--- src/rtl/bts_pkg.sv ---
package bts_pkg;

  // Default sizes, handed to the top-level parameters
  localparam int MAX_WIDTH_DEF   = 256;
  localparam int MAX_HEIGHT_DEF  = 256;
  localparam int WEIGHT_BITS_DEF = 8;

  // Fixed field widths
  localparam int ADDR_W  = 16;
  localparam int COMP_W  = 8;
  localparam int TEXEL_W = 3 * COMP_W;
  localparam int COORD_W = 16;
  localparam int FRAC_W  = 16;

  localparam logic [FRAC_W-1:0] HALF_Q16 = 16'h8000;

  // Work queue between front and back
  localparam int QUEUE_DEPTH = 4;

  // Configuration port
  localparam int CFG_IDX_W  = 2;
  localparam int CFG_DATA_W = 9;

  localparam logic [CFG_IDX_W-1:0] CFG_TEXTURE_WIDTH   = 2'd0;
  localparam logic [CFG_IDX_W-1:0] CFG_TEXTURE_HEIGHT  = 2'd1;
  localparam logic [CFG_IDX_W-1:0] CFG_BILINEAR_ENABLE = 2'd2;

  localparam logic [CFG_DATA_W-1:0] WIDTH_RST  = 9'd256;
  localparam logic [CFG_DATA_W-1:0] HEIGHT_RST = 9'd256;
  localparam logic                  BILIN_RST  = 1'b1;

  // Input command codes
  localparam logic CMD_WRITE  = 1'b0;
  localparam logic CMD_SAMPLE = 1'b1;

  // Kind of work handed from front to back
  typedef enum logic [1:0] {
    K_WRITE = 2'b00,
    K_NEAR  = 2'b01,
    K_BLEND = 2'b10
  } kind_t;

endpackage

--- src/rtl/bts_in_if.sv ---
interface bts_in_if;
  import bts_pkg::*;

  logic               valid;
  logic               ready;
  logic               command;
  logic [ADDR_W-1:0]  texel_address;
  logic [COMP_W-1:0]  red_in;
  logic [COMP_W-1:0]  green_in;
  logic [COMP_W-1:0]  blue_in;
  logic [COORD_W-1:0] u_coord;
  logic [COORD_W-1:0] v_coord;

  modport source (
    output valid, command, texel_address, red_in, green_in, blue_in, u_coord, v_coord,
    input  ready
  );

  modport sink (
    input  valid, command, texel_address, red_in, green_in, blue_in, u_coord, v_coord,
    output ready
  );

endinterface

--- src/rtl/bts_front.sv ---
module bts_front #(
  parameter int MAX_WIDTH   = bts_pkg::MAX_WIDTH_DEF,
  parameter int MAX_HEIGHT  = bts_pkg::MAX_HEIGHT_DEF,
  parameter int WEIGHT_BITS = bts_pkg::WEIGHT_BITS_DEF,
  parameter int QW          = 64
) (
  input  logic                            clk,
  input  logic                            rst_n,
  bts_in_if.sink                          in_chan,
  input  logic [bts_pkg::CFG_DATA_W-1:0]  cfg_width,
  input  logic [bts_pkg::CFG_DATA_W-1:0]  cfg_height,
  input  logic                            cfg_bilinear,
  output logic                            q_push,
  output logic [QW-1:0]                   q_data,
  input  logic                            q_full
);

  import bts_pkg::*;

  localparam int DEPTH = MAX_WIDTH * MAX_HEIGHT;
  localparam int AW    = $clog2(DEPTH);
  localparam int WW    = $clog2(MAX_WIDTH + 1);
  localparam int HW    = $clog2(MAX_HEIGHT + 1);
  localparam int PUW   = COORD_W + WW;
  localparam int PVW   = COORD_W + HW;
  localparam int SW    = WW + HW + 1;
  localparam int WB    = WEIGHT_BITS;

  typedef struct packed {
    kind_t               kind;
    logic [AW-1:0]       addr;
    logic [WW-1:0]       w;
    logic [WB-1:0]       fu;
    logic [WB-1:0]       fv;
    logic [TEXEL_W-1:0]  texel;
  } q_entry_t;

  logic [WW-1:0] w_eff, w_m1;
  logic [HW-1:0] h_eff, h_m1;
  logic          en, take;

  // stage 1: scaled coordinates
  logic               s1_valid_r, s1_cmd_r;
  logic [ADDR_W-1:0]  s1_addr_r;
  logic [TEXEL_W-1:0] s1_texel_r;
  logic [PUW-1:0]     s1_pu_r;
  logic [PVW-1:0]     s1_pv_r;

  // stage 2: classified, texel position and weights
  logic [WW-1:0]  nu_raw, nu, x0;
  logic [HW-1:0]  nv_raw, nv, y0;
  logic [PUW-1:0] su;
  logic [PVW-1:0] sv;
  logic           border, wr_ok, keep2;
  kind_t          kind2;

  logic               s2_valid_r;
  kind_t              s2_kind_r;
  logic [WW-1:0]      s2_x_r;
  logic [HW-1:0]      s2_y_r;
  logic [WB-1:0]      s2_fu_r, s2_fv_r;
  logic [ADDR_W-1:0]  s2_addr_r;
  logic [TEXEL_W-1:0] s2_texel_r;

  // stage 3: linear address
  logic [SW-1:0] lin;
  q_entry_t      ent3;
  logic          s3_valid_r;
  q_entry_t      s3_entry_r;

  always_comb begin
    if (cfg_width == '0) begin
      w_eff = WW'(1);
    end else if (32'(cfg_width) > MAX_WIDTH) begin
      w_eff = WW'(MAX_WIDTH);
    end else begin
      w_eff = WW'(cfg_width);
    end
    if (cfg_height == '0) begin
      h_eff = HW'(1);
    end else if (32'(cfg_height) > MAX_HEIGHT) begin
      h_eff = HW'(MAX_HEIGHT);
    end else begin
      h_eff = HW'(cfg_height);
    end
  end

  assign w_m1 = w_eff - WW'(1);
  assign h_m1 = h_eff - HW'(1);

  assign en            = !s3_valid_r || !q_full;
  assign in_chan.ready = en;
  assign take          = in_chan.valid && en;

  always_ff @(posedge clk) begin
    if (en) begin
      s1_cmd_r   <= in_chan.command;
      s1_addr_r  <= in_chan.texel_address;
      s1_texel_r <= {in_chan.red_in, in_chan.green_in, in_chan.blue_in};
      s1_pu_r    <= PUW'(in_chan.u_coord) * PUW'(w_eff);
      s1_pv_r    <= PVW'(in_chan.v_coord) * PVW'(h_eff);
    end
  end

  always_comb begin
    nu_raw = s1_pu_r[PUW-1:FRAC_W];
    nv_raw = s1_pv_r[PVW-1:FRAC_W];
    nu     = (nu_raw > w_m1) ? w_m1 : nu_raw;
    nv     = (nv_raw > h_m1) ? h_m1 : nv_raw;
    border = !cfg_bilinear || (nu == '0) || (nu == w_m1) || (nv == '0) || (nv == h_m1);
    // half-texel shift; cannot wrap off the border
    su     = s1_pu_r - PUW'(HALF_Q16);
    sv     = s1_pv_r - PVW'(HALF_Q16);
    x0     = su[PUW-1:FRAC_W];
    y0     = sv[PVW-1:FRAC_W];
    wr_ok  = 32'(s1_addr_r) < DEPTH;
    if (s1_cmd_r == CMD_WRITE) begin
      kind2 = K_WRITE;
    end else if (border) begin
      kind2 = K_NEAR;
    end else begin
      kind2 = K_BLEND;
    end
    keep2 = s1_valid_r && ((s1_cmd_r == CMD_SAMPLE) || wr_ok);
  end

  always_ff @(posedge clk) begin
    if (en) begin
      s2_kind_r  <= kind2;
      s2_x_r     <= border ? nu : x0;
      s2_y_r     <= border ? nv : y0;
      s2_fu_r    <= border ? '0 : su[FRAC_W-1 -: WB];
      s2_fv_r    <= border ? '0 : sv[FRAC_W-1 -: WB];
      s2_addr_r  <= s1_addr_r;
      s2_texel_r <= s1_texel_r;
    end
  end

  always_comb begin
    lin        = SW'(s2_x_r) + SW'(w_eff) * SW'(s2_y_r);
    ent3.kind  = s2_kind_r;
    ent3.addr  = (s2_kind_r == K_WRITE) ? AW'(s2_addr_r) : AW'(lin);
    ent3.w     = w_eff;
    ent3.fu    = s2_fu_r;
    ent3.fv    = s2_fv_r;
    ent3.texel = s2_texel_r;
  end

  always_ff @(posedge clk) begin
    if (en) begin
      s3_entry_r <= ent3;
    end
  end

  always_ff @(posedge clk) begin
    if (!rst_n) begin
      s1_valid_r <= 1'b0;
      s2_valid_r <= 1'b0;
      s3_valid_r <= 1'b0;
    end else if (en) begin
      s1_valid_r <= take;
      s2_valid_r <= keep2;
      s3_valid_r <= s2_valid_r;
    end
  end

  assign q_push = s3_valid_r && !q_full;
  assign q_data = s3_entry_r;

endmodule

--- src/flat_wrapper.sv ---
// flat-port wrapper written by rule: the top's interface ports become plain ports
module bts_front_flat import bts_pkg::*;
#(
  parameter int MAX_WIDTH   = bts_pkg::MAX_WIDTH_DEF,
  parameter int MAX_HEIGHT  = bts_pkg::MAX_HEIGHT_DEF,
  parameter int WEIGHT_BITS = bts_pkg::WEIGHT_BITS_DEF,
  parameter int QW          = 64
)
  (clk, rst_n, cfg_width, cfg_height, cfg_bilinear, q_push, q_data, q_full, in_chan_valid, in_chan_command, in_chan_texel_address, in_chan_red_in, in_chan_green_in, in_chan_blue_in, in_chan_u_coord, in_chan_v_coord, in_chan_ready);
  bts_in_if in_chan_i ();
  input  logic clk;
  input  logic rst_n;
  input  logic [bts_pkg::CFG_DATA_W-1:0] cfg_width;
  input  logic [bts_pkg::CFG_DATA_W-1:0] cfg_height;
  input  logic cfg_bilinear;
  output logic q_push;
  output logic [QW-1:0] q_data;
  input  logic q_full;
  input wire logic [$bits(in_chan_i.valid)-1:0] in_chan_valid;
  input wire logic [$bits(in_chan_i.command)-1:0] in_chan_command;
  input wire logic [$bits(in_chan_i.texel_address)-1:0] in_chan_texel_address;
  input wire logic [$bits(in_chan_i.red_in)-1:0] in_chan_red_in;
  input wire logic [$bits(in_chan_i.green_in)-1:0] in_chan_green_in;
  input wire logic [$bits(in_chan_i.blue_in)-1:0] in_chan_blue_in;
  input wire logic [$bits(in_chan_i.u_coord)-1:0] in_chan_u_coord;
  input wire logic [$bits(in_chan_i.v_coord)-1:0] in_chan_v_coord;
  output wire logic [$bits(in_chan_i.ready)-1:0] in_chan_ready;
  assign in_chan_i.valid = in_chan_valid;
  assign in_chan_i.command = in_chan_command;
  assign in_chan_i.texel_address = in_chan_texel_address;
  assign in_chan_i.red_in = in_chan_red_in;
  assign in_chan_i.green_in = in_chan_green_in;
  assign in_chan_i.blue_in = in_chan_blue_in;
  assign in_chan_i.u_coord = in_chan_u_coord;
  assign in_chan_i.v_coord = in_chan_v_coord;
  assign in_chan_ready = in_chan_i.ready;
  bts_front #(.MAX_WIDTH(MAX_WIDTH), .MAX_HEIGHT(MAX_HEIGHT), .WEIGHT_BITS(WEIGHT_BITS), .QW(QW)) u_core (.clk(clk), .rst_n(rst_n), .in_chan(in_chan_i), .cfg_width(cfg_width), .cfg_height(cfg_height), .cfg_bilinear(cfg_bilinear), .q_push(q_push), .q_data(q_data), .q_full(q_full));
endmodule
--- config.mk ---
export PLATFORM = sky130hd
export DESIGN_NAME = bts_front_flat
export DESIGN_NICKNAME = d
export VERILOG_FILES = /design/src/rtl/bts_pkg.sv /design/src/rtl/bts_in_if.sv /design/src/rtl/bts_front.sv /design/src/flat_wrapper.sv
export SDC_FILE = /design/constraint.sdc
export NUM_CORES = 1
export LEC_CHECK = 0
export ABC_CLOCK_PERIOD_IN_PS = 7600
export BUFFER_PORTS_ARGS = -buffer_cell sky130_fd_sc_hd__buf_2
export CAP_MARGIN = 20
export CORE_MARGIN = 2
export CORE_UTILIZATION = 25
export CTS_BUF_LIST = sky130_fd_sc_hd__clkbuf_8
export DETAILED_ROUTE_END_ITERATION = 12
export HOLD_SLACK_MARGIN = 0.03
export PLACE_DENSITY = 0.39
export SLEW_MARGIN = 20
export SYNTH_ARGS = -nofsm -noshare
export SYNTH_HDL_FRONTEND = slang
export SYNTH_SLANG_ARGS = --single-unit
--- constraint.sdc ---
create_clock -name clk -period 7.6 [get_ports clk]
set_input_delay 1.14 -clock clk [delete_from_list [all_inputs] [get_ports clk]]
set_output_delay 1.14 -clock clk [all_outputs]
set_load 0.03 [all_outputs]
# Word level (Yosys, flattened, before mapping)
# Cells that the tools add are included.
# Widths: inputs -> output; s select.
# totals
reg_bits	232
elab_cells	59
# op_classes
n_addsub	5
n_mul	3
magnitude_cmp	4
eq_ne	2
muxes	10
reduce_logical	15
# ops
op	count
$mux 9	8
$mul 16x9->25	2
$sub 25x16->25 const B	2
$logic_not 9->1	4
$eq 9x9->1	2
$gt 9x9->1	2
$gt 9x9->1 const B	2
$sub 9x1->9 const B	2
$add 9x15->15	1
$mul 9x9->15	1
$mux 15	1
$logic_or 1x1->1	5
$logic_not 1->1	3
$logic_and 1x1->1	2
$logic_not 2->1	1
$mux 2	1

# Depth between registers and ports, before layout
# Gate-level depths: netlist (run 1).
# logic_depth
depth_word	12
depth_mapped	26
mapped_depth_nobuf	23

# Least setup slack after synthesis (run 1)
# Ideal clock, no wire load.
# synth_path
kind	input to register
startpoint	input port cfg_width[3] (netlist name)
endpoint	register u_core.s1_pu_r[24] (data pin)
setup_ns	0.260
t_arrival_ns	6.728
t_required_ns	7.340
setup_slack_ns	0.613
stages	24
n_path_buf	3
path_cell_list	clkbuf_1 > nor4_1 > a32o_1 > buf_2 > clkbuf_1 > nand2_1 > fa_1 > inv_1 > fa_1 > inv_1 > fa_1 > fa_1 > inv_1 > ha_1 > a21oi_1 > nand2_1 > o211ai_1 > nand3_1 > a311oi_1 > nor3_1 > a2111o_1 > a21o_1 > a21oi_1 > xnor2_1
# synth_via
elab_chain_cells	4
# synth_rtl
element	line_no	rtl
from (decl)	flat_wrapper.sv:13	input logic [bts_pkg::CFG_DATA_W-1:0] cfg_width;
$gt 9x9->1	bts_front.sv:74	end else if (32'(cfg_width) > MAX_WIDTH) begin
$mux 9	bts_front.sv:74	
$mux 9 (*)	bts_front.sv:72	if (cfg_width == '0) begin
$mul 16x9->25 (*)	bts_front.sv:100	s1_pu_r <= PUW'(in_chan.u_coord) * PUW'(w_eff);
to (signal assigned)	bts_front.sv:100	
to (decl)	bts_front.sv:46	logic [PUW-1:0] s1_pu_r;
# Every way passes the cells marked *; elsewhere a longest branch is shown, timed or not.
# A chain may end at the register's enable or synchronous reset.

# Worst setup path in the final report (run 1)
# layout_path
startpoint	input port cfg_width[8] (netlist name)
endpoint	register u_core.s1_pu_r[24] (data pin)
# The elaborated chain is that of the path after synthesis.

==> summary.md, run 1 <==
| Metric | Value |
|---|---|
| Asr flop ratio synth | `0%` |
| Tmin final | `6.580 ns` |
| GP Congestion | `a little under 0.8` |
| Core area | `a little under 80,000 sq um` |
| Number of global-route vias before repair | `14,180` |
| Sw Share | `between 40% and 50%` |
| Comb pwr share | `53.5%` |
| Nets@finish | `2,520` |
| Dpl ws | `approximately 0.36 ns` |
| Power density over cell area | `289.6 nW/um^2` |
| GRT Util Overall | `about an eighth` |
| CP peak stage delay | `roughly 0.55 ns` |
| Clk network pwr share | `between 10% and 20%` |
| Met2 wire len | `24,460 um` |
| DRT Pass-1 Iters | `5` |
| Final ANT Viol Nets | `0` |
| Internal Power | `around 3.8 mW` |
| Total power | `6.582 mW` |
| Initial antenna violation count | `3` |
| Max Clk Rate | `152.0 MHz` |
| Total negative slack | `0 ns` |
| Critical Path RT | `7.96 ns` |
| Seq/Total Area, Yosys | `32.76%` |
| M1 WL | `21,090 um` |
| Final Cell Area | `22,730 sq um` |
| YS warnings | `0` |
| Arr. time, crit path | `6.94 ns` |
| Pin slew with the least headroom to its limit | `1.020 ns` |
| Chip height | `284.8 um` |
| Reg2reg start | `u_core.s2_y_r[2]` |
| Xor/xnor share of the synthesized area | `2.844%` |
| Met3 wire len | `1475 um` |
| Post-Route WL | `between 40,000 and 50,000 um` |
| Share of cells above drive strength 1 | `14.44%` |
| Sequential power share | `29.8%` |
| Placed Area | `21,980 sq um` |
| Syn Inst Count | `1,849` |
| Post-synthesis simple-gate area fraction | `15.41%` |
| Starting Density | `around a quarter` |
| Largest net degree at the start of global routing | `156` |
| Num ports | `162` |
| GR Overflow Total | `0` |
| Clk_lat worst skew | `between 0.6 and 0.7 ns` |
| CP cell instances | `buf_2, inv_1, nand2_1, inv_1, and2_1, fa_1, fa_1, fa_1, inv_1, fa_1, inv_1, ha_1, a21o_1, a21oi_1, nand3_1, a311oi_1, buf_4, nor3_1, a2111o_1, a21o_1, a21oi_1, xnor2_1` |
| Mux contribution to synthesized area | `1.232%` |
| Die width | `284.8 um` |
| Worst Setup SP | `cfg_width[8]` |
| Clock Root Buffer | `clkbuf_8` |
| P_sw | `2.816 mW` |
| Post-synth EDFFs | `roughly 210` |
| Startpoint types | `input pin` |
| TritonCTS Buffers | `41` |
| Area Growth Syn to Fin | `15.33%` |
| Worst Setup End Kind | `register` |
| WL per Instance | `15.56 um` |
| Largest family of logic cells by synthesized area | `adder cells` |
| DR vias | `13,180` |
| Worst-path fanout max | `21` |
| Final setup fails | `0` |
| Row count | `102` |
| Predominant post-synthesis flop cell | `edfxtp_1` |
| PortBufs | `160` |
| Max-slew violation count | `0` |
| Max_cap viols | `0` |
| Clock-pin slew on the worst setup and hold paths | `0.06 ns` |
| # DRC | `0` |
| Max VDD drop | `0.2176 mV` |
| Post_cts resized | `0` |
| Htree depth | `2` |
| Fin crit share | `86.58%` |
| Hold_sp | `u_core.s2_texel_r[0]` |
| Post-synthesis compound-gate area fraction | `5.878%` |
| Register bit total from synthesis | `about 220` |
| Leakage | `about 11 nW` |
| Setup bufs post-CTS | `0` |
| Critical path's top delay family | `adder cells` |
| # clock sinks | `216` |
| Drt via density | `4.245` |
| CTS Hold Bufs | `0` |
| Iter 0 DRT Violations | `554` |
| Most frequent cells in the layout | `321 x inv_1, 249 x fa_1, 231 x nand2_1` |
| Clock Skews | `0.04167 ns` |
| Detailed-placement wirelength estimate | `37,540 um` |
| Cell Area, Synth | `19,710 sq um` |
| Final hold violations | `0` |
| Die ar. | `81,100 sq um` |
| Syn avg cell area | `10.66 sq um` |
| Hold crit path type | `register to register` |
| Status | `finished clean` |
| PnR worst setup slack | `1.020 ns` |
| First-pass GRT wire length | `78,160 um` |
| Critical path class | `input pin to register` |
| Clock Tree Buf Depth | `3` |
| Syn_nets | `2,337` |
| RSZ-0062 raised after global routing | `false` |
| CP bufs+invs | `6` |
| Top Layer Used | `met4` |
| Slew headroom | `between 30% and 40%` |
| Crit-path slowest cell | `fa_1` |
| TritonCTS clock tree | `built` |
| Netlist cell types | `73` |
| Commonest non-fill, non-tap cell in the layout | `inv_1` |
| Adder-Cell Fraction of Synth Area | `between 30% and 40%` |
[cells by family after synthesis]
kind of cell | Yosys count
fa+ha+maj | 392
compound gates | 159
flops | 216
mux | 23
simple gates | 606
xor+xnor | 64
buf+inv | 389
[per-layer routing]
layer	global-route usage, %	vias to the layer above
li1	-	6332
met1	15.38	6578
met2	21.16	203
met3	1.648	69
met4	3.974	0
met5	0	-
[synthesized netlist by cell type, drive strengths merged, types with 5 or more instances]
| master | count | area [sq um] |
|---|---|---|
| nand4 | 9 | 56.30 |
| inv | 310 | 1164 |
| nor3 | 30 | 150.1 |
| nand2 | 232 | 870.8 |
| nor4 | 7 | 43.79 |
| nand3 | 16 | 80.08 |
| a21o | 9 | 67.56 |
| nor2 | 60 | 225.2 |
| nand2b | 7 | 43.79 |
| ha | 143 | 1789 |
| nor2b | 22 | 137.6 |
| fa | 249 | 4985 |
| clkbuf | 47 | 176.4 |
| mux2 | 10 | 112.6 |
| o21ai | 29 | 145.1 |
| a32oi | 9 | 78.83 |
| o21a | 21 | 157.7 |
| and2 | 193 | 1207 |
| a211oi | 7 | 77.58 |
| a21oi | 30 | 153.9 |
| mux2i | 13 | 130.1 |
| or4 | 8 | 63.81 |
| or2 | 5 | 31.28 |
| buf | 32 | 140.1 |
| xor2 | 26 | 227.7 |
| o211ai | 6 | 50.05 |
| xnor2 | 38 | 332.8 |
| edfxtp | 213 | 6396 |
[sequential cells by signal, summed over array words and instances (netlist names), 9 cells and up]
register,count
u_core.s2_y_r,9
u_core.s2_x_r,9
u_core.q_data,64
u_core.s1_addr_r,15
u_core.s2_addr_r,15
u_core.s1_pv_r,17
u_core.s1_pu_r,17
u_core.s2_texel_r,24
u_core.s1_texel_r,24
[worst reg2reg max path, cell delays in order, from the launching register on]
cell and delay [ns]:
edfxtp_1 0.56, nand2_1 0.15, fa_1 0.56, inv_1 0.05
fa_1 0.50, inv_1 0.05, fa_1 0.48, inv_1 0.06
fa_1 0.53, inv_1 0.06, fa_1 0.49, inv_1 0.04
ha_1 0.32, a21oi_1 0.14, o21ai_0 0.19, a41oi_1 0.39
nand2_1 0.10, a31oi_1 0.20, xnor2_1 0.16, o21ai_0 0.10
[worst paths after layout]
check                  endpoint  slack (ns)  cells past startpoint
min            u_core.q_data[0]        0.41                      0
max reg2reg   u_core.q_data[63]        2.21                     19
min reg2reg    u_core.q_data[0]        0.41                      0
max          u_core.s1_pu_r[24]        1.02                     22
[final cells by class]
class | count | area [sq um]
clock inverters | 32 | 172.7
repair buffers | 219 | 1269
inverters | 310 | 1164
multi-input cells | 1244 | 11790
flip-flops and latches | 216 | 6456
fillers | 8149 | 54990
diodes | 2 | 5.005
well taps | 1040 | 1301
clock buffers | 42 | 578.1
[per-stage QoR]
step	hold WS [ns]	util (%)	cells
finish	0.4078	29.25	3105
global route	0.4151	29.25	3105
CTS	0.4070	29.24	3103
detailed placement	0.4045	28.28	3029
global placement	0.4010	28.28	3029
floorplan	0.4003	-	1849
[power by group through the flow]
stage / Combinational [mW] / Clock [mW] / Sequential, mW
global route: 4.08 / 1.22 / 2.00
CTS: 3.65 / 1.18 / 1.97
global placement: 3.60 / 0 / 1.99
finish: 3.52 / 1.10 / 1.96
detailed placement: 3.62 / 0 / 1.99
floorplan: 2.47 / 0 / 2.06
(Power assumes the default switching activity.)
==> run 2, diff against run 1 <==
--- a/config.mk
+++ b/config.mk
@@ -5,7 +5,7 @@
 export SDC_FILE = /design/constraint.sdc
 export NUM_CORES = 1
 export LEC_CHECK = 0
-export ABC_CLOCK_PERIOD_IN_PS = 7600
+export ABC_CLOCK_PERIOD_IN_PS = 7000
 export BUFFER_PORTS_ARGS = -buffer_cell sky130_fd_sc_hd__buf_2
 export CAP_MARGIN = 20
 export CORE_MARGIN = 2
==> constraint.sdc (replaced) <==
create_clock -name clk -period 7 [get_ports clk]
set_input_delay 1.05 -clock clk [delete_from_list [all_inputs] [get_ports clk]]
set_output_delay 1.05 -clock clk [all_outputs]
set_load 0.03 [all_outputs]
==> run 2 against run 1 <==
  * First-iteration DRC count decreased by 5.4%
  * Non-clock buffer count increased by 42
  * Critical endpoint unchanged
  * Register-to-register slack got worse by 0.55 ns
  * Total power increased by 11%
  * Utilization increased by 0.59 points
  * Global-route usage increased by 0.18 points
  * Highest routed layer unchanged
  * Clock skew decreased by 0.018 ns
  * Count of clock-buffer cells in the layout increased by 1
  * Wire length increased by 1.0%
==> summary.md, run 2 (synthesis gave the netlist of run 1 again) <==
| Metric | Value |
|---|---|
| Core area | `77,720 sq um (unchanged)` |
| Leakage | `10.95 nW (was 10.67 nW)` |
| Number of global-route vias before repair | `14,450 (was 14,180)` |
| Max Clk Rate | `approximately 150 MHz` |
| Post-Route WL | `48,810 um (was 48,330 um)` |
| Starting Density | `25.36% (unchanged)` |
| Most used routing layer | `met2 (unchanged)` |
| Clock Tree Buf Depth | `3 (unchanged)` |
| Final setup fails | `0 (unchanged)` |
| P_sw | `3.055 mW (was 2.816 mW)` |
| Arr. time, crit path | `6.81 ns (was 6.94 ns)` |
| Sw Share | `41.67% (was 42.78%)` |
| Iter 0 DRT Violations | `524 (was 554)` |
| Clock Skews | `0.02348 ns (was 0.04167 ns)` |
| Setup bufs post-CTS | `0 (unchanged)` |
| Share of cells above drive strength 1 | `16.18% (was 14.44%)` |
| Row count | `102 (unchanged)` |
| Max VDD drop | `0.2891 mV (was 0.2176 mV)` |
| Commonest non-fill, non-tap cell in the layout | `inv_1 (unchanged)` |
| Final hold violations | `0 (unchanged)` |
| Area Growth Syn to Fin | `17.65% (was 15.33%)` |
| Clk network pwr share | `16.7% (about the same)` |
| Post_cts resized | `0 (unchanged)` |
| Worst-path fanout max | `8 (was 21)` |
| Clk_lat worst skew | `0.59 ns (was 0.62 ns)` |
| Largest net degree at the start of global routing | `168 (was 156)` |
| # clock sinks | `216 (unchanged)` |
| Drt via density | `4.237 (was 4.245)` |
| Chip height | `284.8 um (unchanged)` |
| WL per Instance | `15.51 um (was 15.56 um)` |
| GRT Util Overall | `12.28% (was 12.10%)` |
| Hold_sp | `u_core.s1_texel_r[11] (was u_core.s2_texel_r[0])` |
| GP Congestion | `0.7960 (was 0.7947)` |
| Max_cap viols | `0 (unchanged)` |
| Power density over cell area | `316.2 nW/um^2 (was 289.6 nW/um^2)` |
| Final ANT Viol Nets | `0 (unchanged)` |
| TritonCTS clock tree | `built (unchanged)` |
| Pin slew with the least headroom to its limit | `1.005 ns (was 1.020 ns)` |
| TritonCTS Buffers | `42 (was 41)` |
| Critical Path RT | `7.32 ns (was 7.96 ns)` |
| Reg2reg start | `u_core.s2_y_r[5] (was u_core.s2_y_r[2])` |
| Most frequent cells in the layout | `323 x inv_1, 249 x fa_1, 231 x nand2_1 (was 321 x inv_1, 249 x fa_1, 231 x nand2_1)` |
| Sequential power share | `29.1% (was 29.8%)` |
| Clock Root Buffer | `clkbuf_8 (unchanged)` |
| GR Overflow Total | `0 (unchanged)` |
| Worst Setup SP | `cfg_width[3] (was cfg_width[8])` |
| Die width | `284.8 um (unchanged)` |
| Htree depth | `2 (unchanged)` |
| First-pass GRT wire length | `79,140 um (was 78,160 um)` |
| Num ports | `162 (unchanged)` |
| Grt met2 use | `22.20% (was 21.16%)` |
| Initial antenna violation count | `1 (was 3)` |
| Clock-pin slew on the worst setup and hold paths | `0.06 ns (about the same)` |
| Grt met3 use | `1.488% (was 1.648%)` |
| Largest register FFs | `64 (unchanged)` |
| Hold crit path type | `register to register (unchanged)` |
| Met1 Usage GRT | `15.24% (was 15.38%)` |
| DR vias | `13,340 (was 13,180)` |
| Nets@finish | `2,563 (was 2,520)` |
| PortBufs | `160 (unchanged)` |
| Max-slew violation count | `0 (unchanged)` |
| Die ar. | `81,100 sq um (unchanged)` |
| Comb pwr share | `54.2% (was 53.5%)` |
| CTS Hold Bufs | `0 (unchanged)` |
| Worst Setup End Kind | `register (unchanged)` |
| RSZ-0062 raised after global routing | `false (unchanged)` |
| Total power | `7.333 mW (was 6.582 mW)` |
| Critical path class | `input pin to register (unchanged)` |
| Fin crit share | `92.80%` |
| Worst hold slack | `0.4066 ns (was 0.4078 ns)` |
| Detailed-placement wirelength estimate | `38,180 um (was 37,540 um)` |
| DRT Pass-1 Iters | `5 (unchanged)` |
| # DRC | `0 (unchanged)` |
| Status | `finished clean (unchanged)` |
| Internal Power | `4.277 mW (was 3.766 mW)` |
| Tmin final | `~6.5 ns` |
| Slew headroom | `32.98% (was 32.02%)` |
| Startpoint types | `input pin (unchanged)` |
## run 2: path summary, 6_finish.rpt
kind	to	slack, ns	cells after the start
worst max-delay path	u_core.s1_pu_r[24]	0.50	24
worst min-delay path	u_core.s2_texel_r[11]	0.41	0
worst max register to register	u_core.q_data[63]	1.66	18
worst min register to register	u_core.s2_texel_r[11]	0.41	0
## run 2: power groups by stage
| stage | registers (mW) | clock network (mW) | logic, mW |
|---|---|---|---|
| after floorplan | 2.23 | 0 | 2.68 |
| after global placement | 2.16 | 0 | 4.06 |
| after detailed placement | 2.16 | 0 | 4.10 |
| after CTS | 2.14 | 1.30 | 4.13 |
| after global routing | 2.18 | 1.34 | 4.61 |
| final | 2.13 | 1.22 | 3.98 |
## run 2: layout make-up
cell class	instances	area [sq um]
fill	8168	54530
multi-input combinational	1244	11790
sequential	216	6456
timing repair buffer	261	1684
tap	1040	1301
inverter	310	1164
clock buffer	43	591.8
clock inverter	33	202.7
antenna	1	2.502
## run 2: routing by layer
layer | part of all wire [%] | vias to the layer above | wire length [um]
met3 | 2.7 | 66 | 1306
met4 | 2.4 | 0 | 1155
li1 | - | 6417 | -
met2 | 52 | 195 | 25150
met5 | 0 | - | 0
met1 | 43 | 6660 | 21200
## run 2: worst max-delay path, stage by stage
cell and delay, ns:
buf_2 0.11, nor4_1 0.44, a32o_1 0.29, buf_4 0.20, nand2_1 0.09, fa_1 0.56
inv_1 0.06, fa_1 0.49, fa_1 0.56, inv_1 0.05, fa_1 0.49, inv_1 0.04
ha_1 0.32, nand2_1 0.10, nor3_1 0.05, a21oi_1 0.17, nand3_1 0.25, a311oi_1 0.40
buf_4 0.17, nor3_1 0.04, a2111o_1 0.40, a21o_1 0.21, a21oi_1 0.18, xnor2_1 0.08
## run 2: per-stage QoR
| stage | setup WS, ns | setup TNS (ns) | instance area, sq um | cells | util (%) |
|---|---|---|---|---|---|
| final | 0.5041 | 0 | 23190 | 3148 | 29.84 |
| after detailed placement | -0.09670 | -0.2696 | 22390 | 3071 | 28.81 |
| after floorplan | 0.1027 | 0 | 19710 | 1849 | - |
| after global placement | -0.05294 | -0.1042 | 22390 | 3071 | 28.81 |
| after global routing | 0.1771 | 0 | 23190 | 3148 | 29.84 |
| after CTS | 0.5091 | 0 | 23190 | 3147 | 29.83 |
==> run 3, diff against run 2 <==
==> constraint.sdc (replaced) <==
create_clock -name clk -period 7 [get_ports clk]
set_input_delay 0.35 -clock clk [delete_from_list [all_inputs] [get_ports clk]]
set_output_delay 0.35 -clock clk [all_outputs]
set_load 0.03 [all_outputs]
==> run 3 against run 2 <==
  * Count of clock-buffer cells in the layout unchanged
  * Maximum frequency is 11% higher
  * Combinational power down 4%
  * Sequential cell count unchanged
  * Via count barely moved
  * Die area unchanged
  * Non-clock buffer count fell by 14
  * Clock power is 17% higher
  * Final area increased by 0.19%
  * Register-to-register slack got worse by 0.16 ns
  * Largest cell class unchanged
  * Highest routed layer unchanged
==> summary.md, run 3 (synthesis gave the netlist of run 1 again) <==
| Metric | Value |
|---|---|
| CTS Hold Bufs | `44 (was 0)` |
| Nets@finish | `2,549 (was 2,563)` |
| # clock sinks | `216 (unchanged)` |
| Num ports | `162 (unchanged)` |
| Finished Layout Cells | `3,133 (was 3,148)` |
| Critical Path RT | `7.35 ns (was 7.32 ns)` |
| DRT Pass-1 Iters | `5 (unchanged)` |
| Chip height | `284.8 um (unchanged)` |
| Grt met3 use | `1.704% (was 1.488%)` |
| TritonCTS Buffers | `42 (unchanged)` |
| Final Cell Area | `23,230 sq um (was 23,190 sq um)` |
| # DRC | `0 (unchanged)` |
| Grt met2 use | `21.41% (was 22.20%)` |
| Core area | `77,720 sq um (unchanged)` |
| Setup bufs post-CTS | `0 (unchanged)` |
| Clk_lat worst skew | `0.61 ns (was 0.59 ns)` |
| Final ANT Viol Nets | `0 (unchanged)` |
| Number of global-route vias before repair | `14,550 (was 14,450)` |
| Max-slew violation count | `0 (unchanged)` |
| Arr. time, crit path | `6.17 ns (was 6.81 ns)` |
| Worst-path fanout max | `9 (was 8)` |
| GRT Util Overall | `12.22% (was 12.28%)` |
| Htree depth | `2 (unchanged)` |
| PortBufs | `160 (unchanged)` |
| Commonest non-fill, non-tap cell in the layout | `inv_1 (unchanged)` |
| Clock-pin slew on the worst setup and hold paths | `0.07 ns (was 0.06 ns)` |
| Final hold violations | `0 (unchanged)` |
| Slew headroom | `38.39% (was 32.98%)` |
| CP cell instances | `buf_2, nor4_1, a32o_1, buf_4, nand2_1, fa_1, inv_1, fa_1, fa_1, inv_1, fa_1, inv_1, ha_1, a21o_1, a21oi_1, nand3_1, a311oi_1, nor3_1, a2111o_1, a21o_1, a21oi_1, xnor2_1 (was buf_2, nor4_1, a32o_1, buf_4, nand2_1, fa_1, inv_1, fa_1, fa_1, inv_1, fa_1, inv_1, ha_1, nand2_1, nor3_1, a21oi_1, nand3_1, a311oi_1, buf_4, nor3_1, a2111o_1, a21o_1, a21oi_1, xnor2_1)` |
| Most frequent cells in the layout | `318 x inv_1, 249 x fa_1, 231 x nand2_1 (was 323 x inv_1, 249 x fa_1, 231 x nand2_1)` |
| TritonCTS clock tree | `built (unchanged)` |
| Starting Density | `25.36% (unchanged)` |
| RSZ-0062 raised after global routing | `false (unchanged)` |
| Post-Route WL | `48,680 um (was 48,810 um)` |
| Most used routing layer | `met2 (unchanged)` |
| Startpoint types | `input pin (unchanged)` |
| Die ar. | `81,100 sq um (unchanged)` |
| Tmin final | `5.827 ns (was 6.496 ns)` |
| Hold crit path type | `input pin to register (was register to register)` |
| Fill count | `8,220 (was 8,168)` |
| Iter 0 DRT Violations | `492 (was 524)` |
| Met1 Usage GRT | `15.53% (was 15.24%)` |
| Row count | `102 (unchanged)` |
| Placed Area | `21,870 sq um (was 22,390 sq um)` |
| CP peak stage delay | `0.55 ns (was 0.56 ns)` |
| Largest net degree at the start of global routing | `114 (was 168)` |
| Placed cell count | `3,013 (was 3,071)` |
| Max VDD drop | `0.2160 mV (was 0.2891 mV)` |
| First-pass GRT wire length | `79,090 um (was 79,140 um)` |
| Die width | `284.8 um (unchanged)` |
| Crit-path slowest cell | `fa_1 (unchanged)` |
| GP Congestion | `0.7937 (was 0.7960)` |
| DR vias | `13,340 (about the same)` |
| Area Growth Syn to Fin | `17.88% (was 17.65%)` |
| Max_cap viols | `0 (unchanged)` |
| Clock Skews | `0.02230 ns (was 0.02348 ns)` |
| Status | `finished clean (unchanged)` |
| Share of cells above drive strength 1 | `13.82% (was 16.18%)` |
| Worst Setup End Kind | `register (unchanged)` |
| Total negative slack | `0 ns (unchanged)` |
| Pin slew with the least headroom to its limit | `0.9180 ns (was 1.005 ns)` |
| Clock Root Buffer | `clkbuf_8 (unchanged)` |
| Fin crit share | `83.24% (was 92.80%)` |
| CP bufs+invs | `5 (was 6)` |
| Critical path class | `input pin to register (unchanged)` |
| Largest register FFs | `64 (unchanged)` |
| Power density over cell area | `317.7 nW/um^2 (was 316.2 nW/um^2)` |
| Total power | `7.382 mW (was 7.333 mW)` |
| Drt via density | `4.259 (was 4.237)` |
| Final setup fails | `0 (unchanged)` |
| Detailed-placement wirelength estimate | `37,880 um (was 38,180 um)` |
| Cell mode on critical path | `fa_1 (unchanged)` |
| Leakage | `10.86 nW (was 10.95 nW)` |
| Initial antenna violation count | `2 (was 1)` |
| Clock Tree Buf Depth | `3 (unchanged)` |
| Critical path's top delay family | `adder cells (unchanged)` |
| WL per Instance | `15.54 um (was 15.51 um)` |
| Max Clk Rate | `171.6 MHz (was 153.9 MHz)` |
| Post_cts resized | `0 (unchanged)` |
| GR Overflow Total | `0 (unchanged)` |
[run 3: path summary, 6_finish.rpt]
check / startpoint / end / slack, ns / cells after the start
max: cfg_width[3] / u_core.s1_pu_r[24] / 1.17 / 22
max reg2reg: u_core.s2_y_r[5] / u_core.q_data[63] / 1.50 / 18
min: cfg_width[8] / u_core.q_data[48] / 0.11 / 1
min reg2reg: u_core.s2_fv_r[6] / u_core.q_data[30] / 0.41 / 0
[run 3: layer usage]
layer  part of all wire (%)  vias to the layer above
li1                       -                     6395
met2                     50                      207
met4                    2.7                        0
met3                    3.2                       65
met5                      0                        -
met1                     44                     6677
[run 3: per-stage QoR]
| step | utilization [%] | hold slack (ns) | setup slack, ns |
|---|---|---|---|
| 6_report | 29.89 | 0.1133 | 1.173 |
| 5_1_grt | 29.89 | 0.08653 | 0.8661 |
| 4_1_cts | 29.89 | 0.06834 | 1.184 |
| 3_5_place_dp | 28.14 | 0.4045 | 0.5410 |
| 3_3_place_gp | 28.14 | 0.4011 | 0.5345 |
| 2_1_floorplan | - | 0.4003 | 0.8027 |
[run 3: cell type report]
type / instances / area, sq um / share of cell area [%]
antenna: 2 / 5.005 / 0.02154
inverter: 310 / 1164 / 5.008
clock buffer: 43 / 591.8 / 2.547
timing repair buffer: 247 / 1602 / 6.893
clock inverter: 31 / 327.8 / 1.411
multi-input combinational: 1244 / 11790 / 50.73
sequential: 216 / 6456 / 27.79
tap: 1040 / 1301 / 5.601
[run 3: power by group]
part	internal, mW	switching [mW]	total (mW)	leakage, nW
combinational	1.60	2.22	3.82	8.03
sequential	1.88	0.254	2.14	2.33
clock	0.836	0.592	1.43	0.500
